<file path="config.mk">
export PLATFORM = sky130hd
export DESIGN_NAME = gbp_ctrl
export DESIGN_NICKNAME = d
export VERILOG_FILES = /design/src/sv/gbp_pkg.sv /design/src/sv/gbp_ctrl.sv
export SDC_FILE = /design/constraint.sdc
export NUM_CORES = 1
export LEC_CHECK = 0
export BUFFER_PORTS_ARGS = -buffer_cell sky130_fd_sc_hd__buf_2
export CORE_ASPECT_RATIO = 0.75
export CORE_MARGIN = 2
export CORE_UTILIZATION = 35
export DETAILED_ROUTE_END_ITERATION = 8
export PLACE_DENSITY = 0.61
export SKIP_CTS_REPAIR_TIMING = 1
export SYNTH_ARGS = -nofsm -noshare
export SYNTH_HDL_FRONTEND = slang
export SYNTH_SLANG_ARGS = --single-unit
</file>
<file path="constraint.sdc">
create_clock -name clk -period 4.5 [get_ports clk]
set_input_delay 0.225 -clock clk [delete_from_list [all_inputs] [get_ports clk]]
set_output_delay 0.225 -clock clk [all_outputs]
set_load 0.1 [all_outputs]
</file>
<file path="src/sv/gbp_pkg.sv">
// Shared types and codes for the gshare branch predictor.
`timescale 1ns / 1ps

package gbp_pkg;

  typedef enum logic [1:0] {
    ST_CLEAR,
    ST_IDLE,
    ST_EXEC
  } state_t;

  typedef struct packed {
    logic clearing;
    logic in_stall;
    logic rd_en;
    logic exec_fire;
  } ctl_t;

  localparam logic ACT_PREDICT = 1'b0;
  localparam logic ACT_UPDATE  = 1'b1;

  localparam logic [1:0] KIND_COND   = 2'd0;
  localparam logic [1:0] KIND_UNCOND = 2'd1;

  localparam logic [1:0] CTR_MIN         = 2'd0;
  localparam logic [1:0] CTR_WEAK_TAKEN  = 2'd2;
  localparam logic [1:0] CTR_MAX         = 2'd3;

endpackage

</file>
<file path="src/sv/gbp_ctrl.sv">
// Sequencer for the gshare branch predictor: clearing sweep and item flow.
`timescale 1ns / 1ps

module gbp_ctrl #(
  parameter int CLR_W = 12
) (
  input  logic              clk,
  input  logic              rst,
  input  logic              in_valid,
  input  logic              hold,
  output gbp_pkg::ctl_t     ctl,
  output logic [CLR_W-1:0]  clr_addr
);

  gbp_pkg::state_t state;
  gbp_pkg::state_t state_next;
  logic [CLR_W-1:0] clr_addr_next;

  always_comb begin
    state_next = state;
    case (state)
      gbp_pkg::ST_CLEAR: begin
        if (clr_addr == {CLR_W{1'b1}}) begin
          state_next = gbp_pkg::ST_IDLE;
        end
      end
      gbp_pkg::ST_IDLE: begin
        if (in_valid) begin
          state_next = gbp_pkg::ST_EXEC;
        end
      end
      gbp_pkg::ST_EXEC: begin
        if (!hold) begin
          state_next = gbp_pkg::ST_IDLE;
        end
      end
      default: state_next = gbp_pkg::ST_CLEAR;
    endcase
  end

  always_comb begin
    ctl.clearing  = (state == gbp_pkg::ST_CLEAR);
    ctl.in_stall  = (state != gbp_pkg::ST_IDLE);
    ctl.rd_en     = (state == gbp_pkg::ST_IDLE) && in_valid;
    ctl.exec_fire = (state == gbp_pkg::ST_EXEC) && !hold;
    clr_addr_next = (state == gbp_pkg::ST_CLEAR) ? clr_addr + CLR_W'(1) : clr_addr;
  end

  always_ff @(posedge clk) begin
    if (rst) begin
      state    <= gbp_pkg::ST_CLEAR;
      clr_addr <= '0;
    end else begin
      state    <= state_next;
      clr_addr <= clr_addr_next;
    end
  end

endmodule

</file>
Word-level counts from Yosys, hierarchy flattened
Index checks and enable logic that the tools add are counted.

word-level totals
  flip-flop bits (word level) = 14
  output and inout bits = 16
  memory bits (read-only) = 0
  memories = 0
  RAM bits = 0
  latch bits = 0
  input bits = 4
  word-level logic and storage cells = 19

operators by class
  shift-type cells = 0
  order comparisons = 0
  add/sub/neg operators = 1
  multiply operators = 0
  equal/unequal tests = 7
  reduce and logical (&&, ||, !) cells = 5
  multiplexer cells = 4
  bitwise gates (word level) = 0
  div/mod/pow operators = 0

operator list
  cell                                                              count
  12-bit by 1-bit adder with 12-bit output (second input constant)  1
  12-bit == test (second input constant)                            1
  2-bit 2-to-1 mux                                                  3
  2-bit one-hot mux with 3 select lines                             1
  2-bit by 1-bit != test with 1-bit output (second input constant)  2
  2-bit != test (second input constant)                             2
  3-bit AND reduction                                               1
  2-bit by 1-bit == test with 1-bit output (second input constant)  1
  2-bit == test (second input constant)                             1
  1-bit logical AND                                                 2
  2-bit zero test                                                   1
  1-bit zero test                                                   1

Longest topological paths before layout
  word-level depth = 3
  depth in mapped cells = 5
  depth with buffers taken out = 4

Worst setup path before layout
Ideal clock, no wire load.

  path type = reg-to-output
  start = register state[1]
  end = output ctl[0] (netlist bit)
  setup slack = 1652 ps
  buffers on the path = 0
  cell stages (with the launch flop) = 2
  arrival time = 2623 ps
  data required time = 4275 ps
  cell sequence = dfxtp_1 -> nor3b_1

RTL lines
  what                    RTL line        RTL
  start, declared         gbp_ctrl.sv:15  gbp_pkg::state_t state;
  start signal, assigned  gbp_ctrl.sv:51  state <= gbp_pkg::ST_CLEAR;
  start signal, assigned  gbp_ctrl.sv:54  state <= state_next;
  end, declared           gbp_ctrl.sv:11  output gbp_pkg::ctl_t ctl,

==> impl_results.md <==
* Status: finished, final reports clean
* Placed Area at 797 um2
* Ys flop type: dfxtp_1
* Register area share after synthesis at 0.407
* Startpoint Class: flip-flop
* Avg WL per Cell at 12.8 um
* Ys async rst share at 0
* Max_slew headroom at 0.674
* Worst path slowest cell: buf_2
* Setup tns final at 0 ns
* Critical path type: reg -> out
* Overall routing resource usage at 0.142
* Post-Syn Area at 689 um2
* Commonest non-fill, non-tap cell in the layout: buf_2
* Cell count after synthesis at 81
* Final setup fails at 0
* Sw Pwr at 72.6 uW
* Die area at 0.00234 mm2
* WP data required at 4.28 ns
* Vias in the first global route at 562
* CTS tree: built
* Initial core utilization at 0.385
* Layout cell share with drive strength beyond 1 at 0.275
* DR pass1 iterations at 4
* Initial DRC count at 17
* Logic pwr share at 0.124
* Initial antenna violation count at 0
* FP Rows at 13
* Clock slew at reported path FFs at 0.10 ns
* Antenna violation net count after detailed routing at 0
* Core area at 0.00179 mm2
* Largest net degree at the start of global routing at 18
* Area Overhead vs Synth at 20.9%
* Cell variety after synth at 26
* Post-route DRC at 0
* Number of clock sinks at 14
* DP Cell Count at 120
* GPL Wtd Cong at 0.758
* Buffers plus inverters on the worst setup path at 2
* DR vias/cell at 5.31
* Nets@finish at 108
* Crit-path leading delay family: buffers and inverters
* Int Pwr at 182 uW
* Clock skew at 0.0103 ns
* Nature of the critical path endpoint: primary output
* Final hold vios at 0
* Final instance area at 833 um2
* Total congestion overflow at 0
* Mapped Avg Cell Area at 8.51 um2
* Worst-path cell chain: or2_1 -> inv_1 -> buf_2
* Final Util at 0.466
* Post-Route WL at 1580 um
* Commonest non-fill, non-tap cells in the layout: buf_2, dfxtp_1, nor2_1
* Synth warn at 0
* Max-slew violation total from the final report at 0
* Filler Cell Count at 179
* Clock power frac at 0.367
* Leading area contributor after synthesis: dfxtp_1
* RSZ-0062 raised after global routing: false
* Number of top-level pins at 20
* Die Y at 42.4 um
* Clock H-tree levels at 1
* First-pass GRT wire length at 2580 um
* Skew-Pair Late Insertion Delay at 0.29 ns
* Pwr dens at 305 mW/mm2
* #FFs+latches synth at 14
* Root Driver: clkbuf_4
* Design Power at 254 uW
* ANT cells at 0
* Max incr delay on CP at 0.45 ns
* Arr. time, crit path at 1.64 ns
* Max cap viols at 0
* Max clock buf depth at 2
* Sequential share of power at 0.508
* Fin crit period at 1.87 ns
* I/O Buffers at 19
* Area fraction of the dominant cell type after synthesis at 0.407
* Final worst-path cycle share at 0.415
* Post-synth EDFFs at 0
* DP Wirelength at 1130 um
* Worst slew pin tran at 0.492 ns
* CTS Buf Count at 3
* Sw frac at 0.285
* Leak Pwr at 0.000329 uW
* Via Count at 658
* Peak supply drop at 0.199 mV
* CP Max Fanout at 9
* Fmax at 0.535 GHz
* Die width at 55.2 um
* Hold Crit Class: in -> reg
* Area contributors post-synth: dfxtp_1, a21oi_1, nor2_1
* Syn nets at 86
* Non-filler instance count after layout at 124
power by group through the flow:
stage	clock [uW]	combinational, uW	sequential, uW
3_5_place_dp	0	31.6	132
4_1_cts	95.1	31.8	129
3_3_place_gp	0	31.3	132
6_report	93.5	31.6	129
5_1_grt	100	33.6	130
2_1_floorplan	0	7.73	149
routing by layer:
| layer | wire (um) | global-route usage |
|---|---|---|
| met1 | 881 | 0.197 |
| met2 | 593 | 0.198 |
| met3 | 92 | 0.0586 |
| met4 | 14 | 0.0439 |
| met5 | 0 | 0 |
worst paths after layout:
check / startpoint / end / slack [ns] / cells after the start
setup reg to reg: clr_addr[0] / clr_addr[10] / 2.80 / 4
hold / removal: in_valid / state[0] / 0.21 / 4
setup / recovery: state[0] / ctl[3] / 2.63 / 3
hold reg to reg: clr_addr[1] / clr_addr[1] / 0.52 / 2
state kept, by name, indices dropped and copies added, names as in the netlist:
register	cells
state	2
clr_addr	12
cell usage after synthesis, types with 2 or more instances:
| cell | number |
|---|---|
| nand4_1 | 3 |
| inv_1 | 4 |
| nor2_1 | 9 |
| nor2b_1 | 3 |
| nand2_1 | 6 |
| nand3_1 | 3 |
| or4_1 | 4 |
| xnor2_1 | 2 |
| dfxtp_1 | 14 |
| o31ai_1 | 4 |
| o21ai_0 | 2 |
| nor3b_1 | 2 |
| mux2_2 | 3 |
| nor4_1 | 3 |
| a21oi_1 | 8 |
area by class of cell:
cell class / count / area, um2 / area share
Inverter: 4 / 15.0 / 0.0180
Multi-Input combinational cell: 61 / 379 / 0.455
Tap cell: 22 / 27.5 / 0.0330
Timing Repair Buffer: 19 / 95.1 / 0.114
Clock buffer: 4 / 36.3 / 0.0435
Sequential cell: 14 / 280 / 0.336
metrics by stage:
step                      hold WS, ns  setup slack (ns)
after floorplan                 0.404              1.65
after global placement          0.494              2.78
after detailed placement        0.502              2.80
after CTS                       0.213              2.65
after global routing            0.230              2.57
final                           0.213              2.63
worst register-to-register path, stage by stage (launching register included):
cell,delay (ns)
dfxtp_1,0.40
ha_1,0.19
nand3_1,0.22
nor4_1,0.43
mux2_2,0.38
logic make-up (layout without fill, tap and decap cells):
logic type                 count (synthesis)  after routing  share of synthesized area
muxes                                      3              3                     0.0490
and+or+nand+nor                           39             39                      0.314
AOI/OAI and AO/OA                         16             16                      0.143
xor gates and xnor gates                   2              2                     0.0254
DFF                                       14             14                      0.407
buffers and inverters                      6             27                     0.0435
adders and majority gates                  1              1                     0.0181
Power figures use the tool's default switching activity.
