## src/sv/gbp_ram.sv

```systemverilog
// Generic single-write, single-read RAM with registered read data.
`timescale 1ns / 1ps

module gbp_ram #(
  parameter int WIDTH = 8,
  parameter int DEPTH = 16
) (
  input  logic                     clk,
  input  logic                     we,
  input  logic [$clog2(DEPTH)-1:0] waddr,
  input  logic [WIDTH-1:0]         wdata,
  input  logic                     re,
  input  logic [$clog2(DEPTH)-1:0] raddr,
  output logic [WIDTH-1:0]         rdata
);

  logic [WIDTH-1:0] mem [DEPTH];

  always_ff @(posedge clk) begin
    if (we) begin
      mem[waddr] <= wdata;
    end
    if (re) begin
      rdata <= mem[raddr];
    end
  end

endmodule

```

## config.mk

```make
export PLATFORM = sky130hd
export DESIGN_NAME = gbp_ram
export DESIGN_NICKNAME = d
export VERILOG_FILES = /design/src/sv/gbp_ram.sv
export SDC_FILE = /design/constraint.sdc
export NUM_CORES = 1
export LEC_CHECK = 0
export CAP_MARGIN = 20
export CORE_UTILIZATION = 40
export CTS_CLUSTER_DIAMETER = 150
export DETAILED_ROUTE_END_ITERATION = 6
export DONT_BUFFER_PORTS = 1
export SYNTH_ARGS = -nofsm -noshare
export SYNTH_HDL_FRONTEND = slang
export SYNTH_SLANG_ARGS = --single-unit
export TNS_END_PERCENT = 100
```

## constraint.sdc

```tcl
create_clock -name clk -period 3.2 [get_ports clk]
set_clock_uncertainty 0.05 [all_clocks]
set_input_delay 0.16 -clock clk [delete_from_list [all_inputs] [get_ports clk]]
set_output_delay 0.16 -clock clk [all_outputs]
set_load 0.02 [all_outputs]
```

After elaboration in Yosys (flattened, before gate mapping) --
Memories as Yosys holds them, arrays and structs flattened. A register that Yosys moved wholly into a read port is not among the register bits. Cells that the tools add are included.
Word-level totals: input port bits 19, output and inout bits 8, RAM bits 128, memories kept 1, register bits 0, word-level logic and storage cells 3
Cells by class: mux-type cells 2
Memories:
- mem | words 16, width 8, rd ports 1, clocked after Yosys merged registers in 1, wr ports 1, RTL line 17 | logic [WIDTH-1:0] mem [DEPTH];
Operator list (count):
- 1-bit two-way mux | 2

Depth between registers and ports, before layout --
Gate-level depths: netlist of the first run.
depth after elaboration 2, depth in mapped cells 5, depth with buffers taken out 3

Worst setup path after synthesis of the first run --
Ideal clock, no wire load.
path type in2reg, from input waddr[2], to memory mem[0][0] (enable), stages 2, slack 1.497 ns, data arrival time 1.270 ns, path through or3b_2 nor3_1
RTL lines:
- start: declaration | RTL line 10 | input logic [$clog2(DEPTH)-1:0] waddr,
- end: declaration | RTL line 17
Straight into the memory's write port.

==> qor.yml, run 1 <==
drc_errors: 0
start_kind: "flip-flop"
drt_wl_total_um: 10300
p_sw_frac: 0.194
timing.final.crit_share: 0.497
hpwl_um: 5990
dieArea_um2: 13500
drtPass1Iterations: 4
die_w_um: 116
hold_viol: 0
tns_ns: 0
final_cell_mix: "edfxtp_1, mux4_2, clkbuf_16, a22oi_1, mux4_1"
cts_resized: 0
slew_headroom: 0.411
yosysUniqueCellTypes: 18
setup_viol: 0
pwr-share-seq: 0.511
cts_max_level: 4
cts_buffers: 17
wl_met3_um: 736
grt_pass1_wl_um: 15500
portBuffers: 0
synthSimpleGateAreaFrac: 0.0314
start_util: 0.413
grt_pass1_vias: 2457
arrival_ns: 1.69
seq_area_um2: 4080
wl_per_cell_um: 23.4
clock_path_buffers: 2
cpMaxStageDelayCell: "mux4_1"
fin_area_um2: 6040
drt.antenna.violating_nets: 0
gp_routability_congestion: 0.697
placement_rows: 41
synth_cells: 229
core_um2: 12700
r2r-end: "rdata[4]"
synth_compound_area_frac: 0.0230
routed.top_layer: "met4"
period_minus_slack_ns: 1.59
total_power_uw: 3970
vias_per_cell: 5.32
layout_commonest_cell: "edfxtp_1"
worst_pin_slew_ns: 0.881
grt_remaining_overflow: 0
cap_violations: 0
fmax_mhz: 628
nNetsFinal: 272
wl_met1_um: 4420
antenna_cells: 0
critPathKind: "reg2reg"
yosysSeqAreaShare: 0.781
whs_path_depth: 2
insertion_delay_ns: 0.41
nFillCells: 1065
track_usage: 0.172
antenna_found_initial: 0
pwr-share-clk: 0.452
ys_ff_latch: 136
slowest_delay_ns: 0.55
synth-adder-area-share: 0
ioPinCount: 27
cp.depth: 3
clkSinkCount: 136
synth.area.mux_share: 0.148
p_leak_uw: 0.00194
p_sw_uw: 772
cp_top_family: "multiplexers"
holdPathEnd: "mem[8][3]"
crit_buf_inv: 0
r2r_start: "mem[9][4]"
multi_input_area_um2: 1060
whs_ns: 0.0748
yosysWarnings: 0
combPwrFrac: 0.037
avgSynthCellArea_um2: 22.8
syn-num-nets: 248
cts.clk_slew.worst_paths_ns: 0.05
grt_max_degree: 33
status: "complete, no violations"
drt_iter0_drc: 174
route.met2.wl_um: 4980
p_int_uw: 3200
drv_slew: 0
hp-class: "in2reg"
hold_path_startpoint: "waddr[0]"
cp_cell_sequence: "mux4_1 > a22oi_1 > nand2_1"
reg2reg_depth: 3
worstPathRequired_ns: 3.30
rsz0062_at_grt: "false"
power_density_nw_per_um2: 657
r2r_setup_slack_ns: 1.61
worstPathMaxFanout: 1
cts_tree: "yes"
cts-root-buf: "clkbuf_16"
place_area_um2: 5380
worstSetupEndpointType: "flip-flop"
synth_top_family_by_area: "multiplexers"
drive_above_1_share: 0.180
num_vias: 2330
synth_area_um2: 5230
irDropWorstVdd_uv: 371
yosys.area_share.xor_xnor: 0
fp.dieH_um: 116
syn_to_final_growth_pct: 15.5
[how the worst max path moves through the flow]
stage | start | endpoint
floorplan | waddr[2] | mem[0][0]
global placement | waddr[3] | mem[4][7]
detailed placement | waddr[2] | mem[1][7]
CTS | mem[9][4] | rdata[4]
global route | mem[9][4] | rdata[4]
finish | mem[9][4] | rdata[4]
[power by group through the flow]
stage | Combinational (µW) | Clock (µW) | Sequential [µW]
after global placement | 109 | 0 | 2070
after CTS | 148 | 1830 | 2030
final | 145 | 1790 | 2030
after global routing | 157 | 1900 | 2030
after detailed placement | 110 | 0 | 2070
after floorplan | 101 | 0 | 2060
[area by class of cell]
class | count | area share
Tap cell | 172 | 0.0356
Multi-Input combinational cell | 83 | 0.175
Clock buffer | 19 | 0.0717
Clock inverter | 13 | 0.0184
Sequential cell | 136 | 0.676
Timing Repair Buffer | 15 | 0.0228
[metrics by stage]
step,instances,util,worst slack (ns)
2_1_floorplan,229,-,1.50
3_3_place_gp,394,0.425,1.35
3_5_place_dp,395,0.425,1.41
4_1_cts,438,0.477,1.58
5_1_grt,438,0.477,1.53
6_report,438,0.477,1.61
[logic make-up (layout without fill, tap and decap cells)]
| kind of cell | after synthesis | count (layout) |
|---|---|---|
| buf+inv | 10 | 47 |
| mux | 32 | 32 |
| flops | 136 | 136 |
| simple gates | 35 | 35 |
| compound gates | 16 | 16 |
[what timing repair did]
item / CTS / global route
hold endpoints to repair: 138 / 0
buffers inserted: 0 / 0
hold buffers: 11 / 0
[synth_stat cells (all sizes together)]
cell type,count,area [µm²]
a22oi,16,120
and2,1,6.26
and2b,1,7.51
buf,7,56.3
clkdlybuf4s25,3,30.0
edfxtp,136,4080
mux4,32,773
nand2,9,33.8
nand2b,2,12.5
nand3,1,5.00
nand3b,2,15.0
nor2,13,48.8
nor2b,1,6.26
nor3,4,20.0
or3b,1,8.76
[routing by layer]
layer / track usage / vias up
met5: 0 / -
met4: 0.0769 / 0
met3: 0.0540 / 12
met2: 0.254 / 72
met1: 0.234 / 1221
li1: - / 1025
[state kept, by name, indices dropped and copies added (netlist names)]
name	flops
mem	128
rdata	8
No activity file was read; power rests on OpenSTA's default activity.
==> run 2, diff against run 1 <==
- clock period: 3.2 -> 1.39 ns (I/O delays scaled with it)
==> run 2 against run 1 <==
The run now ends with hold timing, setup timing left; register-to-register slack got worse by 1.7 ns; total power rose by 120%; cell count rose by 3.0%; sequential power rose by 130%; clock power rose by 120%; fmax rose by 9.6%; largest cell class unchanged; largest power group unchanged; highest routed layer unchanged.
==> qor.yml, run 2 (synthesized netlist as in run 1, its figures left out) <==
status: "finished, violations left"  # was complete, no violations
violations: "hold timing, setup timing"
clkSinkCount: 136  # unchanged
power_density_nw_per_um2: 1450  # was 657 nW/µm²
ioPinCount: 27  # unchanged
p_leak_uw: 0.00196  # was 0.00194 µW
drc_errors: 0  # unchanged
slew_headroom: 0.305  # was 0.411
rsz0062_at_grt: "true"  # was false
r2r-end: "rdata[2]"  # was rdata[4]
worstPathRequired_ns: 1.49  # was 3.30 ns
place_area_um2: 5500  # was 5380 µm²
r2r_start: "mem[11][2]"  # was mem[9][4]
hpwl_um: 6300  # was 5990 µm
fin_util: 0.484  # was 0.477
whs_ns: -0.00122  # was 0.0748 ns
regMostFlops: "mem"  # unchanged
antenna_cells: 0  # unchanged
worst_pin_slew_ns: 1.04  # was 0.881 ns
period_minus_slack_ns: 1.45  # was 1.59 ns
start_kind: "flip-flop"  # unchanged
cts_setup_buffers: 0  # unchanged
largest_reg_flops: 128  # unchanged
final_cell_mix: "edfxtp_1, mux4_2, buf_4, clkbuf_16, nor2_1"  # was edfxtp_1, mux4_2, clkbuf_16, a22oi_1, mux4_1
wl_met3_um: 885  # was 736 µm
timing.final.crit_share: 1.04  # was 0.497
worstSetupEndpointType: "flip-flop"  # unchanged
arrival_ns: 1.55  # was 1.69 ns
drt_wl_total_um: 10500  # was 10300 µm
routed.top_layer: "met4"  # unchanged
fin_ws_ns: -0.0620  # was 1.61 ns
fp.dieH_um: 116  # unchanged
drv_slew: 0  # unchanged
hold_viol: 1  # was 0
gp_routability_congestion: 0.768  # was 0.697
syn_to_final_growth_pct: 17.3  # was 15.5%
tns_ns: -0.283  # was 0 ns
clock_path_buffers: 2  # unchanged
fin_area_um2: 6130  # was 6040 µm²
irDropWorstVdd_uv: 887  # was 371 µV
insertion_delay_ns: 0.41  # about the same
drt_iter0_drc: 193  # was 174
reg_top3: "mem x128, rdata x8"  # unchanged
portBuffers: 0  # unchanged
setup_viol: 8  # was 0
wl_met1_um: 4790  # was 4420 µm
cts.clk_slew.worst_paths_ns: 0.05  # about the same
grt_pass1_wl_um: 16100  # was 15500 µm
r2r_setup_slack_ns: -0.06  # was 1.61 ns
grt_pass1_vias: 2575  # was 2457
drive_above_1_share: 0.287  # was 0.180
cts_tree: "yes"  # unchanged
track_usage: 0.178  # was 0.172
start_util: 0.413  # unchanged
cap_violations: 0  # unchanged
critPathKind: "reg2reg"  # unchanged
hold_path_startpoint: "raddr[1]"  # was waddr[0]
cts_max_level: 4  # unchanged
whs_path_depth: 3  # was 2
core_um2: 12700  # unchanged
hp-class: "in2reg"  # unchanged
dieArea_um2: 13500  # unchanged
reg2reg_depth: 3  # unchanged
placement_rows: 41  # unchanged
cts-root-buf: "clkbuf_16"  # unchanged
grt_max_degree: 33  # unchanged
antenna_found_initial: 0  # unchanged
nNetsFinal: 287  # was 272
fmax_mhz: 689  # was 628 MHz
holdPathEnd: "rdata[1]"  # was mem[8][3]
worstPathMaxFanout: 1  # unchanged
nFillCells: 1059  # was 1065
cts_buffers: 17  # unchanged
vias_per_cell: 5.33  # was 5.32
wl_per_cell_um: 23.4  # about the same
die_w_um: 116  # unchanged
num_vias: 2405  # was 2330
layout_commonest_cell: "edfxtp_1"  # unchanged
route.met2.wl_um: 4740  # was 4980 µm
drt.antenna.violating_nets: 0  # unchanged
grt_remaining_overflow: 0  # unchanged
drtPass1Iterations: 4  # unchanged
## run 2: cell types whose count changed in the layout (fill, tap and decap cells not counted), moves of 3 or more
cell      change
mux4_1       -11
clkinv_2      -3
buf_4        +15
mux4_2       +11
clkbuf_1      +4
a22oi_2      +11
a22oi_1      -11
## run 2: critical path, stage by stage, from the launching register on
cell	delay (ns)
edfxtp_1	0.35
mux4_2	0.50
a22oi_2	0.22
nand2_1	0.08
## run 2: metal layers
| metal | GRT usage | vias up |
|---|---|---|
| met5 | 0 | - |
| met4 | 0.0701 | 0 |
| met3 | 0.0638 | 12 |
| met2 | 0.247 | 105 |
| met1 | 0.257 | 1242 |
| li1 | - | 1046 |
## run 2: worst max path at each step
stage / slack [ns] / from / end
finish: -0.06 / mem[11][2] / rdata[2]
global route: -0.12 / mem[8][2] / rdata[2]
CTS: -0.08 / mem[11][2] / rdata[2]
detailed placement: -0.21 / mem[9][2] / rdata[2]
global placement: -0.21 / mem[9][2] / rdata[2]
floorplan: -0.005 / raddr[0] / rdata[1]
## run 2: per-stage QoR
step | hold WS [ns] | cells | setup slack (ns) | power, µW
5_1_grt | 0.00783 | 451 | -0.118 | 9220
6_report | -0.00122 | 451 | -0.0620 | 8920
3_3_place_gp | 0.119 | 409 | -0.211 | 5010
3_5_place_dp | 0.119 | 409 | -0.207 | 5020
2_1_floorplan | 0.118 | 229 | -0.00546 | 4990
4_1_cts | -0.0179 | 450 | -0.0827 | 8970
## run 2: power breakdown
part | internal [µW] | total (µW) | switching [µW] | leakage, µW
sequential | 4630 | 4680 | 52.5 | 0.00124
clock | 2400 | 3870 | 1470 | 0.000245
combinational | 176 | 367 | 191 | 0.000476
## run 2: repair_timing
action                                  CTS  global route
pin swaps                                10             5
gates resized for setup                  17             5
hold endpoints to repair                166             2
hold buffers                             11             1
endpoints found under the setup margin    8             8
## run 2: layout make-up
type                       count  area (µm²)  share of cell area
clock buffer                  23         448              0.0730
clock inverter                 7        55.1             0.00898
multi-input combinational     83        1080               0.175
sequential                   136        4080               0.666
tap                          172         215              0.0351
timing repair buffer          30         255              0.0416
